$ cat src/hdl/bm25ps_pkg.sv
`timescale 1ns / 1ps
// Package for the BM25L posting scorer: payload structs, register indexes,
// reset values and fixed datapath widths. Depends on nothing.
package bm25ps_pkg;

	// Defaults for the top-level parameters.
	localparam int DocCountDef   = 65536;
	localparam int LengthBitsDef = 32;

	// Configuration register indexes.
	localparam int CfgIdxW = 3;
	localparam logic [CfgIdxW-1:0] CFG_K1       = 3'd0;
	localparam logic [CfgIdxW-1:0] CFG_B        = 3'd1;
	localparam logic [CfgIdxW-1:0] CFG_DELTA    = 3'd2;
	localparam logic [CfgIdxW-1:0] CFG_MEAN     = 3'd3;
	localparam logic [CfgIdxW-1:0] CFG_PRESCALE = 3'd4;
	localparam logic [CfgIdxW-1:0] CFG_POSTSCL  = 3'd5;
	localparam logic [CfgIdxW-1:0] CFG_IDF      = 3'd6;
	localparam int CfgDataW = 32;

	// Reset values of the registers.
	localparam logic [23:0] K1Rst       = 24'd78643;
	localparam logic [16:0] BRst        = 17'd19661;
	localparam logic [23:0] DeltaRst    = 24'd32768;
	localparam logic [31:0] MeanRst     = 32'd1;
	localparam logic [23:0] PrescaleRst = 24'd65536;
	localparam logic [23:0] PostsclRst  = 24'd65536;
	localparam logic [23:0] IdfRst      = 24'd0;

	// Operation codes of an input item.
	localparam logic OP_LOAD  = 1'b0;
	localparam logic OP_SCORE = 1'b1;

	// Fixed-point constants.
	localparam logic [16:0] OneQ16    = 17'd65536;
	localparam logic [47:0] CPrimeCap = 48'hFFFF_FFFF_FFFF;

	// Shared divider widths.
	localparam int DivNumW = 88;
	localparam int DivDenW = 50;
	localparam int DivCntW = $clog2(DivNumW);

	typedef struct packed {
		logic        op;
		logic        restart;
		logic [16:0] docid_gap;
		logic [15:0] impact_value;
		logic [15:0] table_index;
		logic [31:0] table_length;
	} in_item_t;

	typedef struct packed {
		logic [15:0] doc_number;
		logic [31:0] score;
	} out_item_t;

endpackage

$ cat src/hdl/bm25ps_divider.sv
`timescale 1ns / 1ps
// Restoring divider, one quotient bit per cycle, shared by both divisions.
// Depends on bm25ps_pkg for its widths.
module bm25ps_divider (
	input  logic                       clk,
	input  logic                       arst_n,
	input  logic                       start,
	input  logic [bm25ps_pkg::DivNumW-1:0] num,
	input  logic [bm25ps_pkg::DivDenW-1:0] den,
	output logic                       done,
	output logic [bm25ps_pkg::DivNumW-1:0] quo
);
	import bm25ps_pkg::*;

	logic               busy_q;
	logic               done_q;
	logic [DivCntW-1:0] cnt_q;
	logic [DivNumW-1:0] nq_q;
	logic [DivDenW-1:0] rem_q;
	logic [DivDenW-1:0] den_q;
	logic [DivDenW:0]   trial;
	logic               ge;
	logic [DivDenW-1:0] rem_next;

	// One trial subtraction: the numerator bit shifts into the remainder.
	always_comb begin
		trial    = {rem_q, nq_q[DivNumW-1]};
		ge       = trial >= {1'b0, den_q};
		rem_next = ge ? DivDenW'(trial - {1'b0, den_q}) : trial[DivDenW-1:0];
	end

	// Control: busy for one cycle per numerator bit, then a done pulse.
	always_ff @(posedge clk or negedge arst_n) begin
		if (!arst_n) begin
			busy_q <= 1'b0;
			done_q <= 1'b0;
			cnt_q  <= '0;
		end else begin
			done_q <= busy_q && (cnt_q == '0);
			if (start) begin
				busy_q <= 1'b1;
				cnt_q  <= DivCntW'(DivNumW - 1);
			end else if (busy_q) begin
				cnt_q <= cnt_q - 1'b1;
				if (cnt_q == '0) begin
					busy_q <= 1'b0;
				end
			end
		end
	end

	// Numerator and quotient share one shift register.
	always_ff @(posedge clk) begin
		if (start) begin
			nq_q  <= num;
			rem_q <= '0;
			den_q <= den;
		end else if (busy_q) begin
			nq_q  <= {nq_q[DivNumW-2:0], ge};
			rem_q <= rem_next;
		end
	end

	assign done = done_q;
	assign quo  = nq_q;
endmodule
$ cat config.mk
export PLATFORM = sky130hd
export DESIGN_NAME = bm25ps_divider
export DESIGN_NICKNAME = d
export VERILOG_FILES = /design/src/hdl/bm25ps_pkg.sv /design/src/hdl/bm25ps_divider.sv
export SDC_FILE = /design/constraint.sdc
export NUM_CORES = 1
export LEC_CHECK = 0
export BUFFER_PORTS_ARGS = -buffer_cell sky130_fd_sc_hd__buf_2
export CAP_MARGIN = 30
export CORE_MARGIN = 2
export CORE_UTILIZATION = 55
export CTS_CLUSTER_DIAMETER = 150
export CTS_CLUSTER_SIZE = 40
export DETAILED_ROUTE_END_ITERATION = 16
export GPL_TIMING_DRIVEN = 0
export PLACE_DENSITY = 0.8
export SYNTH_ARGS = -nofsm -noshare
export SYNTH_HDL_FRONTEND = slang
export SYNTH_SLANG_ARGS = --single-unit
$ cat constraint.sdc
create_clock -name clk -period 5.7 [get_ports clk]
set_input_delay 1.14 -clock clk [delete_from_list [all_inputs] [get_ports clk]]
set_output_delay 1.14 -clock clk [all_outputs]
set_load 0.02 [all_outputs]
Yosys cells after proc, flatten, opt, wreduce, memory -nomap -nowiden
Index checks and enable logic that the tools add are counted.
{ "op_classes": {"n_reduce_logical": 3, "n_mux": 8, "addsub": 2, "order_cmp": 1} }
{ "op_table": {"columns": ["cell", "count"], "rows": [
  ["88-bit 2-to-1 mux", 2],
  ["51-bit by 50-bit >= comparator with 1-bit output", 1],
  ["50-bit 2-to-1 mux", 1],
  ["50-bit subtractor", 1],
  ["7-bit 2-to-1 mux", 2],
  ["7-bit zero test", 1],
  ["7-bit by 1-bit subtractor with 7-bit output (second input constant)", 1],
  ["1-bit 2-to-1 mux", 3],
  ["2-bit nonzero test", 1],
  ["1-bit logical AND", 1]
]} }
{ "totals": {"output_inout_bits": 89, "elab_cells": 20, "regBits": 197, "input_bits": 141} }

Logic depth before layout (Yosys ltp)
Gate-level depths: netlist (run 1).
{ "depth": {"depth_word": 4, "ltp_mapped": 14, "depth_no_buf": 13} }

Worst setup path after synthesis (run 1)
Ideal clock, no wire load.
{ "synth_path": {"kind": "input to register", "from": "in start", "to": "reg nq_q[0], in the netlist quo[0] (enable)", "path_slack_ns": 1.438, "cell_stages": 5, "arrival_ns": 3.416, "path_buffers": 3, "required_ns": 4.854, "setup_time_ns": 0.846, "path_cell_list": "clkbuf_1 > inv_1 > clkbuf_1 > clkbuf_1 > nand2_1"} }
{ "synth_via": {"elab_chain_len": 1} }
{ "synth_lines": {"columns": ["item", "line_no", "source"], "rows": [
  ["start: declaration", "bm25ps_divider.sv:7", "input logic start,"],
  ["2-bit nonzero test (no source line)", null, null],
  ["end signal: assignment", "bm25ps_divider.sv:55", "nq_q <= num;"],
  ["end signal: assignment", "bm25ps_divider.sv:59", "nq_q <= {nq_q[DivNumW-2:0], ge};"],
  ["end: declaration", "bm25ps_divider.sv:18", "logic [DivNumW-1:0] nq_q;"]
]} }
Every way passes these cells.
A chain may end at the register's enable or synchronous reset.

Final worst setup path (run 1)
{ "layout_path": {"from": "in start", "to": "reg nq_q[13], in the netlist quo[13] (enable)"} }
Same word-level chain as after synthesis.

==> impl_metrics.csv, run 1 <==
group,metric,value,unit
sta,fin_hold_ws,503.3,ps
placement,dp_cells,1513,
power,p_comb_frac,0.402,
cts,cts_root_buf,"clkbuf_16",
global_routing,antenna_found_initial,2,
sta,tightestPinTransition,925.3,ps
power,seqPwrFrac,0.357,
cts,cts_sinks,197,
layout,area_delta_synth_final,19.82,%
route,wl,28.80,mm
cts,cts_resized,0,
sta,period_needed,3648,ps
sta,slew_violations,0,
yosys,ys.flop_type,"edfxtp_1",
sta,finalCritPeriodShare,0.6399,
power,vdd_drop_max,0.0002954,V
floorplanning,coreArea,0.01959,mm2
route,met1_length,11.44,mm
route,viasPerCell,5.787,
cts,numCtsBuffers,17,
critical_path,r2r_slack,2140,ps
floorplanning,die_area,0.02126,mm2
cts,tritoncts,"done",
critical_path,crit_type,"in2reg",
global_routing,grt-ovfl-total,0,
cts,clk_pin_slew_worst_paths,90,ps
yosys,synth_edf_count,138,
cts,htreeDepth,4,
critical_path,critPathLaunch,"start",
cts,clock_path_buffers,2,
route,first_pass_iters,5,
power,p_int,3.323,mW
global_routing,grt_max_degree,56,
power,finalPower,5.403,mW
yosys,avgSynthCellArea,10.88,um2
placement,dp_hpwl,21.77,mm
layout,design_area,0.01325,mm2
critical_path,start_kind,"primary input",
route,wl_met2,13.72,mm
global_routing,grt_pass1_wl,45.41,mm
worst_hold_path,hp-start,"rem_q[12]",
sta,rsz0062_at_grt,"no",
route,top_layer_used,"met5",
floorplanning,die_w,145.8,um
critical_path,worstPathMaxFanout,55,
route,wl_met3,2.396,mm
floorplanning,io_pins,230,
power,p_sw,2.079,mW
placement,gp_congestion,0.9301,
layout,layout.cells.non_filler,1546,
yosys,synthArstFlopShare,0.04569,
yosys,synth_nets,1211,
placement,placed_cell_area,0.01259,mm2
cts,cts_setup_buffers,0,
yosys,synth_warnings,0,
global_routing,grt_pass1_vias,8825,
layout,drive_gt1_frac,0.2961,
power,clockPowerShare,0.241,
worst_hold_path,hold_path.class,"reg2reg",
route,vias,8946,
run,max_cap_violations,0,
outcome,outcome,"finished clean",
sta,skew,18.33,ps
sta,max_freq,274.1,MHz
yosys,synthDistinctLibCells,71,
sta,maxSlewHeadroom,0.3672,
critical_path,crit_top_cell,"clkbuf_1",
yosys,yosysSeqAreaShare,0.4855,
sta,fin_setup_tns,0,ps
power,p_leak,5.736,nW
layout,nFillCells,1515,
floorplanning,die_h,145.8,um
critical_path,endpoint_kind,"flip-flop",
power,p_sw_frac,0.3849,
sta,hold_viol,0,
route,drc,0,
cts,cts_hold_buf,0,
global_routing,track_usage,0.2699,
floorplanning,rows,51,
route,dr.first_iter.drc_count,556,
floorplanning,start_util,0.5646,
critical_path,critPathArrivalTime,3780,ps
placement,port_buffers,229,
power,powerDensity,407.7,mW/mm2
yosys,netlist_area,0.01106,mm2
yosys,postSynthCellCount,1017,
sta,setup_viol,0,
critical_path,r2r_start,"den_q[12]",
critical_path,cpPeakStageDelay,480,ps
route,ant_nets,0,
layout,layout.nets,1461,
cts,worstSkewPairLatency,450,ps
critical_path,required,5830,ps
critical_path,crit_path_cell_trace,"buf_2 > clkbuf_1 > inv_1 > clkbuf_1 > clkbuf_1 > nand2_4 > buf_16",
critical_path,crit_path_top_delay_cell,"clkbuf_1",
route,wire_per_inst,18.63,um
yosys,ys_ff_latch,197,
==> kinds of logic after synthesis <==
family	share of synthesized area
muxes	0.1195
AOI/OAI and AO/OA	0.1459
buffers and inverters	0.04706
DFF	0.4855
adders and majority gates	0.06063
and+or+nand+nor	0.1089
xor gates and xnor gates	0.03247
==> cells in the mapped netlist, types with 3 or more instances <==
| cell | number | area [um2] |
|---|---|---|
| a2111oi_0 | 5 | 43.79 |
| a211oi_1 | 41 | 307.8 |
| a21o_1 | 26 | 195.2 |
| a21oi_1 | 55 | 275.3 |
| a311o_1 | 3 | 30.03 |
| a311oi_1 | 11 | 96.34 |
| a31oi_1 | 5 | 31.28 |
| a32oi_1 | 4 | 35.03 |
| a41oi_1 | 3 | 26.28 |
| and2_1 | 4 | 25.02 |
| and3_1 | 9 | 56.30 |
| and4_1 | 5 | 43.79 |
| buf_12 | 3 | 60.06 |
| buf_2 | 6 | 30.03 |
| clkbuf_1 | 35 | 131.4 |
| dfrtp_1 | 9 | 225.2 |
| dfxtp_1 | 50 | 1001 |
| edfxtp_1 | 138 | 4144 |
| ha_1 | 52 | 650.6 |
| inv_1 | 65 | 244.0 |
| mux2_2 | 88 | 991.0 |
| mux2i_1 | 33 | 330.3 |
| nand2_1 | 77 | 289.0 |
| nand2b_1 | 6 | 37.54 |
| nand3_1 | 20 | 100.1 |
| nand3b_1 | 3 | 22.52 |
| nand4_1 | 11 | 68.82 |
| nor2_1 | 79 | 296.5 |
| nor2b_1 | 4 | 25.02 |
| nor3_1 | 20 | 100.1 |
| nor4_1 | 5 | 31.28 |
| o2111ai_1 | 5 | 43.79 |
| o211ai_1 | 6 | 45.04 |
| o21a_1 | 6 | 45.04 |
| o21ai_0 | 28 | 140.1 |
| o21bai_1 | 6 | 45.04 |
| o31ai_1 | 6 | 45.04 |
| or3_1 | 5 | 31.28 |
| xnor2_1 | 25 | 219.0 |
| xor2_1 | 16 | 140.1 |
==> registers in the layout, summed over array words and instances (netlist names) <==
name and cells:
quo 88, den_q 50, rem_q 50, cnt_q 7, busy_q 1, done 1
==> critical path: cells and delay by family <==
family | cells | cell delay (ps)
buf+inv | 6 | 2090
simple gates | 1 | 460
==> layout make-up <==
cell class | instances | area [um2] | area share
Sequential cell | 197 | 5370 | 0.4052
Clock buffer | 17 | 425.4 | 0.03210
Timing Repair Buffer | 231 | 1194 | 0.09007
Antenna cell | 1 | 2.502 | 0.0001888
Tap cell | 265 | 331.6 | 0.02502
Buffer | 52 | 276.5 | 0.02086
Multi-Input combinational cell | 703 | 5177 | 0.3907
Clock inverter | 15 | 231.5 | 0.01747
Inverter | 65 | 244.0 | 0.01841
==> power groups by stage <==
| stage | combinational [mW] | sequential, mW | clock (mW) |
|---|---|---|---|
| floorplan | 1.56 | 2.00 | 0 |
| global route | 2.38 | 1.95 | 1.37 |
| CTS | 2.15 | 1.93 | 1.32 |
| global placement | 2.08 | 1.95 | 0 |
| detailed placement | 2.13 | 1.95 | 0 |
| finish | 2.17 | 1.93 | 1.30 |
==> final timing paths <==
kind                                  end  cells past startpoint
worst max-delay path              quo[13]                      7
max in group asynchronous          busy_q                      1
min in group asynchronous        cnt_q[2]                      1
worst min register to register  rem_q[13]                      2
worst max register to register  rem_q[37]                     12
worst min-delay path            rem_q[13]                      2
==> layout by cell type (no fill, tap or decap), drive strengths merged, types with 16 or more instances in the layout <==
cell type	instances
mux2i	33
nand3	21
mux2	88
a21oi	56
ha	52
a21o	26
o21ai	30
clkbuf	54
nand2	77
xnor2	25
dfxtp	50
a211oi	41
xor2	16
nor2	80
buf	246
inv	73
edfxtp	138
nor3	20
==> routing by layer <==
metal | GRT usage | vias up
met1 | 0.3195 | 4233
li1 | - | 4299
met4 | 0.1368 | 2
met2 | 0.4512 | 339
met3 | 0.07492 | 73
met5 | 0 | -
==> through the flow <==
stage | setup WS (ps) | util
after global routing | 1848 | 0.6765
after floorplan | 1438 | -
after detailed placement | 1544 | 0.6428
after global placement | -815.9 | 0.6400
after CTS | 2024 | 0.6764
final | 2052 | 0.6765
Power figures use the tool's default switching activity.
==> inputs of run 2 (changes only) <==
==> constraint.sdc (replaced) <==
create_clock -name clk -period 3.5 [get_ports clk]
set_input_delay 0.7 -clock clk [delete_from_list [all_inputs] [get_ports clk]]
set_output_delay 0.7 -clock clk [all_outputs]
set_load 0.02 [all_outputs]
==> impl_metrics.csv, run 2 (same netlist as run 1, synthesis figures left out) <==
group,metric,value,unit
outcome,outcome,"finished clean",
placement,dp_hpwl,22.10,mm
sta,maxSlewHeadroom,0.5144,
global_routing,antenna_found_initial,4,
sta,setup_viol,0,
global_routing,grt_pass1_vias,9095,
cts,cts_hold_buf,0,
critical_path,worstPathMaxFanout,10,
layout,area_delta_synth_final,19.90,%
floorplanning,rows,51,
layout,nFillCells,1541,
critical_path,start_kind,"flip-flop",
layout,final_common_cell,"buf_2",
route,ant_nets,0,
placement,gp_congestion,0.9282,
floorplanning,io_pins,230,
route,wire_per_inst,19.14,um
critical_path,cp_top_family,"compound AO/OA/AOI/OAI gates",
sta,max_freq,296.2,MHz
route,vias,9042,
floorplanning,start_util,0.5646,
critical_path,crit_type,"reg2reg",
route,viasPerCell,5.830,
run,max_cap_violations,0,
critical_path,crit_top_cell,"buf_6",
route,first_pass_iters,5,
layout,most-common-layout-cells,"buf_2, edfxtp_1, mux2_2",
floorplanning,die_w,145.8,um
critical_path,cpPeakStageDelay,470,ps
route,dr.first_iter.drc_count,549,
layout,drive_gt1_frac,0.2988,
worst_hold_path,hold_path.class,"in2async",
critical_path,r2r.worst_path.cells,13,
layout,design_area,0.01326,mm2
placement,placed_cell_area,0.01259,mm2
critical_path,r2r_slack,120,ps
layout,final_core_util,0.6770,
sta,rsz0062_at_grt,"no",
global_routing,track_usage,0.2774,
cts,cts_sinks,197,
sta,period_needed,3376,ps
power,p_leak,5.731,nW
layout,layout.nets,1463,
route,drc,0,
layout,largest_reg_flops,88,
sta,tightestPinTransition,728.4,ps
critical_path,crit_path_top_delay_cell,"or3_1",
sta,skew,14.07,ps
placement,port_buffers,229,
critical_path,required,3850,ps
sta,finalCritPeriodShare,0.9645,
cts,cts_root_buf,"clkbuf_16",
sta,hold_viol,0,
power,powerDensity,661.8,mW/mm2
critical_path,r2r_end,"rem_q[43]",
cts,clock_path_buffers,2,
cts,worstSkewPairLatency,450,ps
global_routing,grt_max_degree,73,
critical_path,r2r_start,"den_q[34]",
critical_path,endpoint_kind,"flip-flop",
cts,numCtsBuffers,17,
floorplanning,coreArea,0.01959,mm2
critical_path,crit_cells,13,
global_routing,grt_pass1_wl,46.64,mm
floorplanning,die_h,145.8,um
floorplanning,die_area,0.02126,mm2
critical_path,critPathArrivalTime,3730,ps
global_routing,grt-ovfl-total,0,
critical_path,crit_path_cell_trace,"inv_1 > ha_1 > buf_2 > nand4_1 > or3_1 > a211oi_1 > and4bb_4 > o21ai_4 > a21o_1 > buf_6 > buf_6 > o311ai_1 > a311oi_1",
cts,clk_pin_slew_worst_paths,90,ps
cts,htreeDepth,4,
sta,slew_violations,0,
critical_path,path_buf_inv,4,
power,vdd_drop_max,0.0003846,V
route,wl,29.69,mm
cts,tritoncts,"done",
==> run 2: metrics by stage <==
stage | instances | setup WS (ps) | hold WS (ps) | power, mW | TNS, ps
6_report | 1551 | 124.2 | 90.93 | 8.777 | 0
3_3_place_gp | 1511 | -1397 | 487.2 | 6.556 | -127180
3_5_place_dp | 1513 | -148.3 | 498.1 | 6.645 | -10750
2_1_floorplan | 1017 | 411.7 | 404.4 | 5.801 | 0
4_1_cts | 1545 | 47.57 | 95.50 | 8.693 | 0
5_1_grt | 1551 | 1.552 | 99.70 | 9.259 | 0
==> run 2: worst max path at each step <==
stage	start	slack (ps)	to
finish	den_q[34]	120	rem_q[43]
global route	quo[87]	2	rem_q[42]
CTS	den_q[16]	50	rem_q[41]
detailed placement	start	-150	quo[17]
global placement	start	-1400	quo[17]
floorplan	quo[87]	410	rem_q[46]
==> run 2: routing by layer <==
metal | GRT usage | wire (um)
met1 | 0.3303 | 11460
met2 | 0.4750 | 14600
met3 | 0.08182 | 2466
met4 | 0.1059 | 1128
met5 | 0 | 24
==> run 2: layout make-up <==
cell class	instances	area, um2	area share
Multi-Input combinational cell	703	5205	0.3925
Antenna cell	4	10.01	0.0007548
Sequential cell	197	5370	0.4049
Clock buffer	17	425.4	0.03208
Timing Repair Buffer	233	1209	0.09114
Inverter	65	244.0	0.01840
Tap cell	265	331.6	0.02500
Buffer	52	280.3	0.02113
Clock inverter	15	186.4	0.01406
==> run 2: where the power goes <==
part           total [mW]  internal (mW)  switching (mW)
Combinational        3.60           1.54            2.06
Clock                2.05          0.985            1.06
Sequential           3.14           2.88           0.252
Total                8.78           5.41            3.37
==> run 2: repair_timing <==
| item | 4_1_cts | 5_1_grt |
|---|---|---|
| resized for setup | 0 | 6 |
| buffers inserted | 0 | 2 |
| endpoints found under the setup margin | 0 | 33 |
